<file path="config.mk">
export PLATFORM = sky130hd
export DESIGN_NAME = clip_driven_step_agc_top_flat
export DESIGN_NICKNAME = d
export VERILOG_FILES = /design/src/rtl/core/cagc_pkg.sv /design/src/rtl/core/cagc_if.sv /design/src/rtl/core/clip_driven_step_agc_top.sv /design/src/rtl/core/cagc_mul.sv /design/src/flat_wrapper.sv
export SDC_FILE = /design/constraint.sdc
export NUM_CORES = 1
export LEC_CHECK = 0
export BUFFER_PORTS_ARGS = -buffer_cell sky130_fd_sc_hd__buf_2
export CAP_MARGIN = 20
export CELL_PAD_IN_SITES_DETAIL_PLACEMENT = 1
export CELL_PAD_IN_SITES_GLOBAL_PLACEMENT = 1
export CORE_AREA = 8 8 254 256
export CTS_CLUSTER_DIAMETER = 40
export DETAILED_ROUTE_END_ITERATION = 10
export DIE_AREA = 0 0 262 264
export PLACE_DENSITY_LB_ADDON = 0.1
export SLEW_MARGIN = 20
export SYNTH_ARGS = -nofsm -noshare
export SYNTH_HDL_FRONTEND = slang
export SYNTH_SLANG_ARGS = --single-unit
export TNS_END_PERCENT = 30
</file>
<file path="constraint.sdc">
create_clock -name clk_i -period 6.4 [get_ports clk_i]
set_clock_uncertainty 0.1 [all_clocks]
set_input_delay 0.32 -clock clk_i [delete_from_list [all_inputs] [get_ports clk_i]]
set_output_delay 0.32 -clock clk_i [all_outputs]
set_load 0.1 [all_outputs]
</file>
<file path="src/rtl/core/cagc_pkg.sv">
// ----------------------------------------------------------------------------
// cagc_pkg
// shared widths, reset values and register indexes of the clip driven agc
// ----------------------------------------------------------------------------
`default_nettype none

package cagc_pkg;

  // field widths
  localparam int unsigned SampleW  = 32;
  localparam int unsigned ThrW     = 31;
  localparam int unsigned TimeW    = 22;
  localparam int unsigned DownW    = 16;
  localparam int unsigned GainW    = 17;
  localparam int unsigned PctW     = 7;
  localparam int unsigned FracW    = 16;
  localparam int unsigned CfgIdxW  = 3;
  localparam int unsigned CfgDataW = 32;

  // shared multiplier
  localparam int unsigned MulW  = 17;
  localparam int unsigned ProdW = 2 * MulW;

  localparam int unsigned MaxBlockDef = 1024;

  // register reset values
  localparam logic [ThrW-1:0]  ClipThrRst  = 31'd1932735232;
  localparam logic [TimeW-1:0] StepDnRst   = 22'd144000;
  localparam logic [TimeW-1:0] StepUpRst   = 22'd1440000;
  localparam logic [DownW-1:0] DownRatRst  = 16'd46399;
  localparam logic [GainW-1:0] UpRatRst    = 17'd73531;
  localparam logic [GainW-1:0] FloorRst    = 17'd3277;
  localparam logic [GainW-1:0] CeilRst     = 17'd65536;
  localparam logic [GainW-1:0] StartGnRst  = 17'd65536;

  localparam logic [TimeW-1:0] TimeMax = {TimeW{1'b1}};
  localparam logic [MulW-1:0]  Hundred = 17'd100;
  localparam logic [PctW-1:0]  PctMax  = 7'd100;

  typedef enum logic [CfgIdxW-1:0] {
    CFG_CLIP_THR   = 3'd0,
    CFG_STEP_DN    = 3'd1,
    CFG_STEP_UP    = 3'd2,
    CFG_DOWN_RATIO = 3'd3,
    CFG_UP_RATIO   = 3'd4,
    CFG_GAIN_FLOOR = 3'd5,
    CFG_GAIN_CEIL  = 3'd6,
    CFG_START_GAIN = 3'd7
  } cfg_idx_e;

endpackage

`default_nettype wire

</file>
<file path="src/rtl/core/cagc_if.sv">
// ----------------------------------------------------------------------------
// cagc_if
// valid/ready channels of the clip driven agc: samples, results, config
// ----------------------------------------------------------------------------
`default_nettype none

interface cagc_in_if;
  logic                                valid;
  logic                                ready;
  logic signed [cagc_pkg::SampleW-1:0] sample;
  logic                                last;

  modport source (output valid, output sample, output last, input ready);
  modport sink   (input valid, input sample, input last, output ready);
endinterface

interface cagc_out_if;
  logic                            valid;
  logic                            ready;
  logic [cagc_pkg::GainW-1:0]      gain;
  logic [cagc_pkg::PctW-1:0]       rf_gain_percent;
  logic                            changed;
  logic                            overloaded;

  modport source (output valid, output gain, output rf_gain_percent,
                  output changed, output overloaded, input ready);
  modport sink   (input valid, input gain, input rf_gain_percent,
                  input changed, input overloaded, output ready);
endinterface

interface cagc_cfg_if;
  logic                          valid;
  logic                          ready;
  logic [cagc_pkg::CfgIdxW-1:0]  index;
  logic [cagc_pkg::CfgDataW-1:0] data;

  modport source (output valid, output index, output data, input ready);
  modport sink   (input valid, input index, input data, output ready);
endinterface

`default_nettype wire

</file>
<file path="src/rtl/core/clip_driven_step_agc_top.sv">
// ----------------------------------------------------------------------------
// clip_driven_step_agc_top
// step agc driven by per-block clip counts, one shared multiplier
// ----------------------------------------------------------------------------
//
//  channel | dir | payload                                        | transaction
//  --------+-----+------------------------------------------------+---------------------
//  cfg_i   | in  | index (3b), data (32b)                         | valid & ready
//  in_i    | in  | sample (32b signed), last (1b)                 | valid & ready
//  out_o   | out | gain (17b), rf_gain_percent (7b), changed,     | valid & ready
//          |     | overloaded                                     |
//
//  a sample inside a block is counted and compared, ready stays high
//  a block end runs clipmul, eval, gainmul and clamp on a step only, pctmul and
//  out: the multiplier is used in turn for clip*100, gain*ratio and gain*100,
//  each product registered before use
//  the result sits in an output register; samples of the next block are taken
//  while it waits, a second block end waits for the register to free
//  reset (async, active low) loads register defaults and clears all counters
//  cfg_i is always ready; writing start_gain also loads the running gain
// ----------------------------------------------------------------------------
`default_nettype none

module clip_driven_step_agc_top #(
  parameter int unsigned MaxBlock = cagc_pkg::MaxBlockDef
) (
  input  wire logic   clk_i,
  input  wire logic   rst_ni,
  cagc_cfg_if.sink    cfg_i,
  cagc_in_if.sink     in_i,
  cagc_out_if.source  out_o
);
  import cagc_pkg::*;

  localparam int unsigned CntW = $clog2(MaxBlock + 1);
  localparam logic [CntW-1:0] BlkMax = CntW'(MaxBlock);

  typedef enum logic [2:0] {
    S_IDLE,
    S_CLIPMUL,
    S_EVAL,
    S_GAINMUL,
    S_CLAMP,
    S_PCTMUL,
    S_OUT
  } state_e;

  // configuration registers
  logic [ThrW-1:0]  clip_thr_q;
  logic [TimeW-1:0] step_dn_q;
  logic [TimeW-1:0] step_up_q;
  logic [DownW-1:0] down_ratio_q;
  logic [GainW-1:0] up_ratio_q;
  logic [GainW-1:0] floor_q;
  logic [GainW-1:0] ceil_q;

  // running state
  state_e           state_q;
  logic [CntW-1:0]  blk_cnt_q;
  logic [CntW-1:0]  clip_cnt_q;
  logic [TimeW-1:0] ovl_time_q;
  logic [TimeW-1:0] cln_time_q;
  logic [GainW-1:0] gain_q;
  logic             over_q;
  logic             step_q;

  // output register
  logic             out_vld_q;
  logic [GainW-1:0] out_gain_q;
  logic [PctW-1:0]  out_pct_q;
  logic             out_chg_q;
  logic             out_ovl_q;

  logic cfg_wr;
  logic in_acc;
  assign cfg_i.ready = 1'b1;
  assign cfg_wr      = cfg_i.valid;
  assign in_i.ready  = (state_q == S_IDLE);
  assign in_acc      = in_i.valid && (state_q == S_IDLE);

  // ---------------------------------------------------------------------------
  // per-sample clip test and block end detection
  // ---------------------------------------------------------------------------
  logic signed [SampleW:0] smp_x;
  logic signed [SampleW:0] thr_pos;
  logic signed [SampleW:0] thr_neg;
  logic                    is_clip;
  logic [CntW-1:0]         blk_inc;
  logic [CntW-1:0]         clip_inc;
  logic                    blk_end;

  assign smp_x    = {in_i.sample[SampleW-1], in_i.sample};
  assign thr_pos  = signed'({2'b00, clip_thr_q});
  assign thr_neg  = -thr_pos;
  assign is_clip  = (smp_x > thr_pos) || (smp_x < thr_neg);
  assign blk_inc  = blk_cnt_q + 1'b1;
  assign clip_inc = clip_cnt_q + CntW'(is_clip);
  // a full block closes even without the last mark
  assign blk_end  = in_i.last || (blk_inc >= BlkMax);

  // ---------------------------------------------------------------------------
  // shared multiplier and its operand select
  // ---------------------------------------------------------------------------
  logic [MulW-1:0]  mul_a;
  logic [MulW-1:0]  mul_b;
  logic [ProdW-1:0] prod;

  always_comb begin
    mul_a = '0;
    mul_b = '0;
    case (state_q)
      S_CLIPMUL: begin
        mul_a = MulW'(clip_cnt_q);
        mul_b = Hundred;
      end
      S_GAINMUL: begin
        mul_a = gain_q;
        mul_b = over_q ? {1'b0, down_ratio_q} : up_ratio_q;
      end
      // percent product is held while the result waits in S_OUT
      S_PCTMUL, S_OUT: begin
        mul_a = gain_q;
        mul_b = Hundred;
      end
      default: begin
        mul_a = '0;
        mul_b = '0;
      end
    endcase
  end

  cagc_mul u_mul (
    .clk_i  (clk_i),
    .a_i    (mul_a),
    .b_i    (mul_b),
    .prod_o (prod)
  );

  // ---------------------------------------------------------------------------
  // block end evaluation
  // ---------------------------------------------------------------------------
  // clip > n/100 (floor) is the same as 100*clip > n
  logic                  blk_over;
  logic [TimeW:0]        ovl_sum;
  logic [TimeW:0]        cln_sum;
  logic [TimeW-1:0]      ovl_sat;
  logic [TimeW-1:0]      cln_sat;
  logic                  step_dn;
  logic                  step_up;
  logic [ProdW-FracW-1:0] prod_hi;
  logic [GainW-1:0]      dn_gain;
  logic [GainW-1:0]      up_gain;
  logic [PctW-1:0]       pct;

  assign blk_over = prod > ProdW'(blk_cnt_q);
  assign ovl_sum  = {1'b0, ovl_time_q} + (TimeW+1)'(blk_cnt_q);
  assign cln_sum  = {1'b0, cln_time_q} + (TimeW+1)'(blk_cnt_q);
  // times saturate at full scale
  assign ovl_sat  = ovl_sum[TimeW] ? TimeMax : ovl_sum[TimeW-1:0];
  assign cln_sat  = cln_sum[TimeW] ? TimeMax : cln_sum[TimeW-1:0];
  assign step_dn  = ovl_sat >= step_dn_q;
  assign step_up  = cln_sat >= step_up_q;

  // product back to Q1.16, then clamp toward floor or ceiling; percent saturates at 100
  assign prod_hi = prod[ProdW-1:FracW];
  assign dn_gain = (prod_hi < {1'b0, floor_q}) ? floor_q : prod_hi[GainW-1:0];
  assign up_gain = (prod_hi > {1'b0, ceil_q})  ? ceil_q  : prod_hi[GainW-1:0];
  assign pct     = (prod_hi > (ProdW-FracW)'(PctMax)) ? PctMax : prod_hi[PctW-1:0];

  // ---------------------------------------------------------------------------
  // configuration registers
  // ---------------------------------------------------------------------------
  always_ff @(posedge clk_i or negedge rst_ni) begin
    if (!rst_ni) begin
      clip_thr_q   <= ClipThrRst;
      step_dn_q    <= StepDnRst;
      step_up_q    <= StepUpRst;
      down_ratio_q <= DownRatRst;
      up_ratio_q   <= UpRatRst;
      floor_q      <= FloorRst;
      ceil_q       <= CeilRst;
    end else if (cfg_wr) begin
      case (cfg_idx_e'(cfg_i.index))
        CFG_CLIP_THR:   clip_thr_q   <= cfg_i.data[ThrW-1:0];
        CFG_STEP_DN:    step_dn_q    <= cfg_i.data[TimeW-1:0];
        CFG_STEP_UP:    step_up_q    <= cfg_i.data[TimeW-1:0];
        CFG_DOWN_RATIO: down_ratio_q <= cfg_i.data[DownW-1:0];
        CFG_UP_RATIO:   up_ratio_q   <= cfg_i.data[GainW-1:0];
        CFG_GAIN_FLOOR: floor_q      <= cfg_i.data[GainW-1:0];
        CFG_GAIN_CEIL:  ceil_q       <= cfg_i.data[GainW-1:0];
        // start gain only loads the running gain in the sequencer
        CFG_START_GAIN: ;
        default: ;
      endcase
    end
  end

  // ---------------------------------------------------------------------------
  // sequencer, counters, gain and output register
  // ---------------------------------------------------------------------------
  always_ff @(posedge clk_i or negedge rst_ni) begin
    if (!rst_ni) begin
      state_q    <= S_IDLE;
      blk_cnt_q  <= '0;
      clip_cnt_q <= '0;
      ovl_time_q <= '0;
      cln_time_q <= '0;
      gain_q     <= StartGnRst;
      over_q     <= 1'b0;
      step_q     <= 1'b0;
      out_vld_q  <= 1'b0;
      out_gain_q <= '0;
      out_pct_q  <= '0;
      out_chg_q  <= 1'b0;
      out_ovl_q  <= 1'b0;
    end else begin
      // result taken downstream; S_OUT handles the register itself
      if (out_o.ready && (state_q != S_OUT)) begin
        out_vld_q <= 1'b0;
      end

      // start gain write loads the running gain
      if (cfg_wr && (cfg_idx_e'(cfg_i.index) == CFG_START_GAIN)) begin
        gain_q <= cfg_i.data[GainW-1:0];
      end

      case (state_q)
        S_IDLE: begin
          if (in_acc) begin
            blk_cnt_q  <= blk_inc;
            clip_cnt_q <= clip_inc;
            if (blk_end) begin
              state_q <= S_CLIPMUL;
            end
          end
        end
        S_CLIPMUL: begin
          state_q <= S_EVAL;
        end
        S_EVAL: begin
          over_q <= blk_over;
          if (blk_over) begin
            cln_time_q <= '0;
            ovl_time_q <= step_dn ? '0 : ovl_sat;
            step_q     <= step_dn;
            state_q    <= step_dn ? S_GAINMUL : S_PCTMUL;
          end else begin
            ovl_time_q <= '0;
            cln_time_q <= step_up ? '0 : cln_sat;
            step_q     <= step_up;
            state_q    <= step_up ? S_GAINMUL : S_PCTMUL;
          end
        end
        S_GAINMUL: begin
          state_q <= S_CLAMP;
        end
        S_CLAMP: begin
          gain_q  <= over_q ? dn_gain : up_gain;
          state_q <= S_PCTMUL;
        end
        S_PCTMUL: begin
          state_q <= S_OUT;
        end
        S_OUT: begin
          // wait for the output register to free up
          if (!out_vld_q || out_o.ready) begin
            out_vld_q  <= 1'b1;
            out_gain_q <= gain_q;
            out_pct_q  <= pct;
            out_chg_q  <= step_q;
            out_ovl_q  <= over_q;
            blk_cnt_q  <= '0;
            clip_cnt_q <= '0;
            state_q    <= S_IDLE;
          end
        end
        default: begin
          state_q <= S_IDLE;
        end
      endcase
    end
  end

  assign out_o.valid           = out_vld_q;
  assign out_o.gain            = out_gain_q;
  assign out_o.rf_gain_percent = out_pct_q;
  assign out_o.changed         = out_chg_q;
  assign out_o.overloaded      = out_ovl_q;

  // ---------------------------------------------------------------------------
  // assertions
  // ---------------------------------------------------------------------------
  // a down step never leaves the gain below the floor
  a_dn_floor: assert property (@(posedge clk_i) disable iff (!rst_ni)
    (state_q == S_CLAMP) && over_q |=> (gain_q >= floor_q))
    else $error("down step gain below floor");

  // an up step never leaves the gain above the ceiling
  a_up_ceil: assert property (@(posedge clk_i) disable iff (!rst_ni)
    (state_q == S_CLAMP) && !over_q |=> (gain_q <= ceil_q))
    else $error("up step gain above ceiling");

  // overload and clean time are never both running
  a_one_time: assert property (@(posedge clk_i) disable iff (!rst_ni)
    (ovl_time_q == '0) || (cln_time_q == '0))
    else $error("overload and clean time both nonzero");

  // block counter closes the block at the maximum length
  a_blk_max: assert property (@(posedge clk_i) disable iff (!rst_ni)
    blk_cnt_q <= BlkMax)
    else $error("block counter past maximum");

  // a pending result always carries a saturated percent
  a_pct: assert property (@(posedge clk_i) disable iff (!rst_ni)
    out_vld_q |-> (out_pct_q <= PctMax))
    else $error("rf gain percent above limit");

endmodule

`default_nettype wire

</file>
<file path="src/rtl/core/cagc_mul.sv">
// ----------------------------------------------------------------------------
// cagc_mul
// shared unsigned multiplier with registered product
// ----------------------------------------------------------------------------
`default_nettype none

module cagc_mul (
  input  wire logic                         clk_i,
  input  wire logic [cagc_pkg::MulW-1:0]    a_i,
  input  wire logic [cagc_pkg::MulW-1:0]    b_i,
  output logic      [cagc_pkg::ProdW-1:0]   prod_o
);
  import cagc_pkg::*;

  logic [ProdW-1:0] prod_q;

  always_ff @(posedge clk_i) begin
    prod_q <= ProdW'(a_i) * ProdW'(b_i);
  end

  assign prod_o = prod_q;

endmodule

`default_nettype wire
</file>
<file path="src/flat_wrapper.sv">
// flat-port wrapper written by rule: the top's interface ports become plain ports
module clip_driven_step_agc_top_flat import cagc_pkg::*;
#(
  parameter int unsigned MaxBlock = cagc_pkg::MaxBlockDef
)
  (clk_i, rst_ni, cfg_i_valid, cfg_i_index, cfg_i_data, cfg_i_ready, in_i_valid, in_i_sample, in_i_last, in_i_ready, out_o_valid, out_o_gain, out_o_rf_gain_percent, out_o_changed, out_o_overloaded, out_o_ready);
  cagc_cfg_if cfg_i_i ();
  cagc_in_if in_i_i ();
  cagc_out_if out_o_i ();
  input  wire logic clk_i;
  input  wire logic rst_ni;
  input wire logic [$bits(cfg_i_i.valid)-1:0] cfg_i_valid;
  input wire logic [$bits(cfg_i_i.index)-1:0] cfg_i_index;
  input wire logic [$bits(cfg_i_i.data)-1:0] cfg_i_data;
  output wire logic [$bits(cfg_i_i.ready)-1:0] cfg_i_ready;
  input wire logic [$bits(in_i_i.valid)-1:0] in_i_valid;
  input wire logic [$bits(in_i_i.sample)-1:0] in_i_sample;
  input wire logic [$bits(in_i_i.last)-1:0] in_i_last;
  output wire logic [$bits(in_i_i.ready)-1:0] in_i_ready;
  output wire logic [$bits(out_o_i.valid)-1:0] out_o_valid;
  output wire logic [$bits(out_o_i.gain)-1:0] out_o_gain;
  output wire logic [$bits(out_o_i.rf_gain_percent)-1:0] out_o_rf_gain_percent;
  output wire logic [$bits(out_o_i.changed)-1:0] out_o_changed;
  output wire logic [$bits(out_o_i.overloaded)-1:0] out_o_overloaded;
  input wire logic [$bits(out_o_i.ready)-1:0] out_o_ready;
  assign cfg_i_i.valid = cfg_i_valid;
  assign cfg_i_i.index = cfg_i_index;
  assign cfg_i_i.data = cfg_i_data;
  assign cfg_i_ready = cfg_i_i.ready;
  assign in_i_i.valid = in_i_valid;
  assign in_i_i.sample = in_i_sample;
  assign in_i_i.last = in_i_last;
  assign in_i_ready = in_i_i.ready;
  assign out_o_valid = out_o_i.valid;
  assign out_o_gain = out_o_i.gain;
  assign out_o_rf_gain_percent = out_o_i.rf_gain_percent;
  assign out_o_changed = out_o_i.changed;
  assign out_o_overloaded = out_o_i.overloaded;
  assign out_o_i.ready = out_o_ready;
  clip_driven_step_agc_top #(.MaxBlock(MaxBlock)) u_core (.clk_i(clk_i), .rst_ni(rst_ni), .cfg_i(cfg_i_i), .in_i(in_i_i), .out_o(out_o_i));
endmodule
</file>
Word-level counts from Yosys, hierarchy flattened
Cells that the tools add are included.
{"block": "totals", "register_bits": 291, "elab_cells": 107}
{"block": "classes", "add_sub_neg": 5, "n_mul": 1, "order_cmp": 9, "n_eq_ne": 17, "n_mux": 31, "reduce_logical": 23}
{"cell": "22-bit two-way mux", "count": 6}
{"cell": "17-bit two-way mux", "count": 6}
{"cell": "17-bit one-hot mux with 2 select lines", "count": 2}
{"cell": "22-bit by 11-bit adder with 23-bit output", "count": 2}
{"cell": "22-bit >= comparator", "count": 2}
{"cell": "11-bit one-hot mux with 2 select lines", "count": 2}
{"cell": "34-bit by 11-bit > comparator with 1-bit output", "count": 1}
{"cell": "17-bit by 17-bit multiplier with 34-bit output", "count": 1}
{"cell": "32-bit by 33-bit < comparator with 1-bit output", "count": 1}
{"cell": "11-bit two-way mux", "count": 3}
{"cell": "31-bit negator with 33-bit output", "count": 1}
{"cell": "32-bit > comparator", "count": 1}
{"cell": "3-bit == test (second input constant)", "count": 7}
{"cell": "3-bit one-hot mux with 7 select lines", "count": 1}
{"cell": "18-bit by 17-bit > comparator with 1-bit output", "count": 1}
{"cell": "18-bit by 7-bit > comparator with 1-bit output (second input constant)", "count": 1}
{"cell": "18-bit by 17-bit < comparator with 1-bit output", "count": 1}
{"cell": "3-bit two-way mux", "count": 6}
{"cell": "2-bit AND reduction", "count": 8}
{"cell": "3-bit by 2-bit == test with 1-bit output (second input constant)", "count": 4}
{"cell": "11-bit by 1-bit adder with 11-bit output", "count": 1}
{"cell": "11-bit by 1-bit adder with 11-bit output (second input constant)", "count": 1}
{"cell": "11-bit >= comparator (second input constant)", "count": 1}
{"cell": "7-bit two-way mux", "count": 1}
{"cell": "11 further kinds", "count": 25}

Logic depth before layout (Yosys ltp)
{"block": "depth", "word_depth": 6, "depth_mapped": 31, "mapped_depth_nobuf": 27}

Modules after synthesis
A second synthesis with hierarchy kept.
{"block": "unflattened", "cells_unflattened": 3089, "area_unflattened_um2": 27851.7}
{"module": "clip_driven_step_agc_top", "instances": 1, "cells_each": 1880, "area_per_inst_um2": 17302.8, "seq_area_each_um2": 6503.7}
{"module": "cagc_mul", "instances": 1, "cells_each": 1209, "area_per_inst_um2": 10548.9, "seq_area_each_um2": 680.7}

Least setup slack after synthesis
No wires, ideal clock.
{"block": "synth_timing", "kind": "register to register", "from": "reg u_core.state_q[1]", "to": "reg u_core.u_mul.prod_q[32] (netlist: u_core.u_mul.prod_o[32])", "setup_ns": 0.072, "arrival_time_ns": 6.911, "required_time_ns": 6.228, "setup_slack_ns": -0.682, "path_stages_with_launch": 29, "synth_period_minus_slack_ns": 7.082, "cell_sequence": "dfrtp_1 -> buf_2 -> nand2_1 -> or2_2 -> clkbuf_1 -> nand2_1 -> clkbuf_1 -> a22o_1 -> clkbuf_1 -> nand2_1 -> fa_1 -> inv_1 -> fa_1 -> fa_1 -> fa_1 -> fa_1 -> inv_1 -> fa_1 -> inv_1 -> ha_1 -> and3_1 -> nand3_1 -> or3_1 -> nand3_1 -> a31oi_4 -> o22ai_2 -> a21oi_1 -> o21ai_0 -> xor2_1"}
{"block": "synth_between", "elab_chain_len": 4, "word_cells_on_any_way": 9}
{"item": "start, declared", "line": "clip_driven_step_agc_top.sv:58", "rtl": "state_e state_q;"}
{"item": "start signal, assigned", "line": "clip_driven_step_agc_top.sv:246", "rtl": "state_q <= step_dn ? S_GAINMUL : S_PCTMUL;"}
{"item": "start signal, assigned", "line": "clip_driven_step_agc_top.sv:251", "rtl": "state_q <= step_up ? S_GAINMUL : S_PCTMUL;"}
{"item": "3-bit by 2-bit == test with 1-bit output, or another cell as far along", "line": "clip_driven_step_agc_top.sv:111", "rtl": "case (state_q)"}
{"item": "3-bit OR reduction (no source line)"}
{"item": "17-bit one-hot mux with 2 select lines", "line": "clip_driven_step_agc_top.sv:111"}
{"item": "17-bit by 17-bit multiplier with 34-bit output (*)", "line": "cagc_mul.sv:18", "rtl": "prod_q <= ProdW'(a_i) * ProdW'(b_i);"}
{"item": "end signal, assigned", "line": "cagc_mul.sv:18"}
{"item": "end, declared", "line": "cagc_mul.sv:15", "rtl": "logic [ProdW-1:0] prod_q;"}
Mark *: on every way between the ends. The rest lies on a longest branch, timed or not.
A chain may end at the register's enable or synchronous reset.

Worst setup path after layout
Ends and elaborated chain as after synthesis.

==> metrics.txt <==
met3 Usage GRT 3.59%; Nets 3,886; die height 264 um; Post-synth EDFFs 0; critical path capture point u_core.u_mul.prod_o[32]; Slew HR 30.3%; CP Capture Type flop; top-area cell type share of the netlist area 18.6%; H-Tree Depth 3; period utilization 106%; clk sink count 291; post-detailed-route wirelength per cell 21.6 um; Net Switching 5.51 mW; capturing point of the worst reg2reg path u_core.u_mul.prod_o[32]; PortBufs 99; ANT nets after route 0; ranking of synthesized cells by area dfrtp_1 19%, fa_1 17%, ha_1 13%, inv_1 6.2%, nand2_1 6.0%; Post-Synthesis Mean Instance Area 9.03 um^2; Max-cap violations 0; clk_lat worst skew 610 ps; reg-to-reg startpoint u_core.state_q[1]; # placed instances 3,963; fraction of layout cells with a size suffix above 1 22.2%; Final Max Tran Viols 0; dominant cell type by area after synthesis dfrtp_1; wire length of the first global-routing pass 145,000 um; Req. time, crit path 6830 ps; Synth cell types 89; Leak Pwr 16.4 nW; vias in the first global route 25,700; initial antenna violation count 5; Final Cell Area 33,200 um^2; Worst R2R Path Depth 27; routed vias 22,600; CP top delay family adder cells; # setup viols final 17; GP Congestion 0.926; setup slack, reg-to-reg -390 ps; Total GRT Usage 26.6%; ys async rst share 88.3%; Congestion Overflow GR 0; count leader, synth inv_1; dpl cell area 30,000 um^2; CTS tree built; Iter 0 DRT Violations 1,047; status finished, violations left; largest net degree at the start of global routing 169; Fill cells 6,962; Peak supply drop 0.000282 V; worst min path class in2reg; Cells after Synth 2,969; # IOs 102; CTS root buf clkbuf_16; Post-Route WL 89,700 um; Sw Share 43.5%; slew at the pin closest to its max-slew limit 1040 ps; GR Util met1 32.2%; fin crit period 6790 ps; Setup CP Type reg2reg; vias per cell 5.46; die area 69,200 um^2; power share of the clock group 27.6%; Mapped Nets 3,553; Combinational Power Share 50.4%; cell internal pwr 7.17 mW; Final Hold Viols 0; Layout Cells excl Fill 4,146; max incr delay on CP 620 ps; Die X 262 um; Seq/Total Area, Yosys 26.8%; most used routing layer met2; dominant synthesized flop cell dfrtp_1; P&R area growth vs syn 23.9%; Crit path depth 27; effective utilization at floorplan 44.1%; CP Launch Point u_core.state_q[1]; worst path buffer plus inverter count 6; number of synthesized register bits 291; M2 GR Usage 46.6%; Rows 91; YS warnings 0; clk buf depth 3; share of power burned in registers 22.0%; total CTS buffers 66; failing checks setup timing; Mapped Area 26,800 um^2; CP arrival 7220 ps; Slowest cell on crit path fa_1; clk slew on worst S/H paths 50 ps; achievable frequency 147 MHz; Residual DRC 0; Worst Slack Setup Final -391 ps; dpl hpwl 70,700 um; CP dominant cell by count fa_1; Core Box Area 60,800 um^2; iteration count of the initial detailed-routing pass 4; Post-synth top cells 444 x inv_1, 430 x nand2_1, 285 x ha_1, 226 x fa_1, 199 x dfrtp_1; RSZ-0062 raised after global routing true; pwr dens 382 nW/um^2; Worst Setup Start Kind flop; Critical Path Fanout Max 5
-- power groups by stage --
| stage | Combinational, mW | Clock (mW) | Sequential (mW) |
|---|---|---|---|
| after floorplan | 3.30 | 0 | 3.07 |
| after global placement | 5.75 | 0 | 2.79 |
| after detailed placement | 5.92 | 0 | 2.81 |
| after CTS | 6.33 | 3.57 | 2.79 |
| after global routing | 6.98 | 3.65 | 2.83 |
| final | 6.39 | 3.50 | 2.79 |
-- sequential cells by signal, summed over array words and instances, names as in the netlist, 17 cells and up --
name / count
u_core.ceil_q: 17
u_core.clip_thr_q: 31
u_core.cln_time_q: 22
u_core.floor_q: 17
u_core.gain_q: 17
u_core.out_o.gain: 17
u_core.ovl_time_q: 22
u_core.step_dn_q: 22
u_core.step_up_q: 22
u_core.u_mul.prod_o: 34
u_core.up_ratio_q: 17
-- cell usage in the layout (no fill, tap or decap), types with 18 or more instances in the layout --
master	synthesis	routed
dfrtp_1	199	199
dfxtp_1	34	34
o21a_1	26	26
nor2_1	193	186
buf_2	3	98
xnor2_1	69	67
and2_1	32	31
a221oi_1	18	18
dlygate4sd3_1	0	27
fa_1	226	214
a21o_1	52	52
nand2_1	430	417
nand3_1	48	45
xor2_1	18	18
ha_1	285	272
inv_1	444	432
mux2_2	76	76
nor2b_1	27	23
clkbuf_16	0	66
o21ai_0	150	143
nor3_1	49	45
nand4_1	36	36
dfstp_2	58	58
buf_4	2	217
mux2i_1	47	47
a21oi_1	95	84
-- worst reg2reg max path, delay by kind of cell, from the launching register on --
family / cells / cell delay, ps
simple gates: 7 / 1120
compound gates: 6 / 1070
flops: 1 / 380
xor+xnor: 1 / 170
fa+ha+maj: 7 / 3270
buf+inv: 6 / 640
-- cells by family after synthesis --
kind of cell,Yosys count,share of synthesized area (%)
AO/OA/AOI/OAI,492,12.0
AND/OR/NAND/NOR,906,15.3
buffers and inverters,558,7.92
adder cells (fa/ha/maj),511,30.2
other,1,0.0140
flip-flops,291,26.8
XOR/XNOR,87,2.84
multiplexers,123,4.95
-- final cells by class --
type                       count  area, um^2  area share [%]
clock buffer                  83        1800            5.41
multi-input combinational   2122       18200            54.7
antenna                        2        5.00          0.0151
sequential                   291        7180            21.6
tap                          790         988            2.98
inverter                     446        1670            5.04
clock inverter                37         499            1.50
timing repair buffer         375        2890            8.71
-- how the worst min path moves through the flow --
stage	start	to	slack [ps]	cells past startpoint
floorplan	rst_ni	u_core.blk_cnt_q[0]	-80	0
global placement	rst_ni	u_core.clip_thr_q[27]	270	1
detailed placement	rst_ni	u_core.clip_thr_q[27]	270	1
CTS	cfg_i_data[2]	u_core.step_dn_q[2]	1	3
global route	cfg_i_data[1]	u_core.step_dn_q[1]	20	3
finish	cfg_i_data[1]	u_core.clip_thr_q[1]	10	3
-- metal layers --
layer	wire length [um]	vias to the layer above
met5	0	-
met1	37000	11500
met2	45300	391
met3	3160	205
met4	4200	0
li1	-	10500
-- metrics by stage --
step           hold WS (ps)  total power [mW]  TNS [ps]  util, %  setup slack [ps]
2_1_floorplan         -75.6              6.38         0        -             0.687
3_3_place_gp            268              8.54     -4590     49.3              -356
3_5_place_dp            274              8.73     -6440     49.3              -491
4_1_cts                1.26              12.7     -3480     54.3              -312
5_1_grt                17.0              13.5     -8780     54.6              -608
6_report               14.1              12.7     -4800     54.6              -391
-- timing repair --
action,CTS,global route
endpoints found under the hold margin,113,0
hold buffers,27,0
endpoints found under the setup margin,18,20
gates resized for setup,70,34
pin swaps,41,14
gates cloned,3,0
setup buffers,29,3
Power figures use the tool's default switching activity.
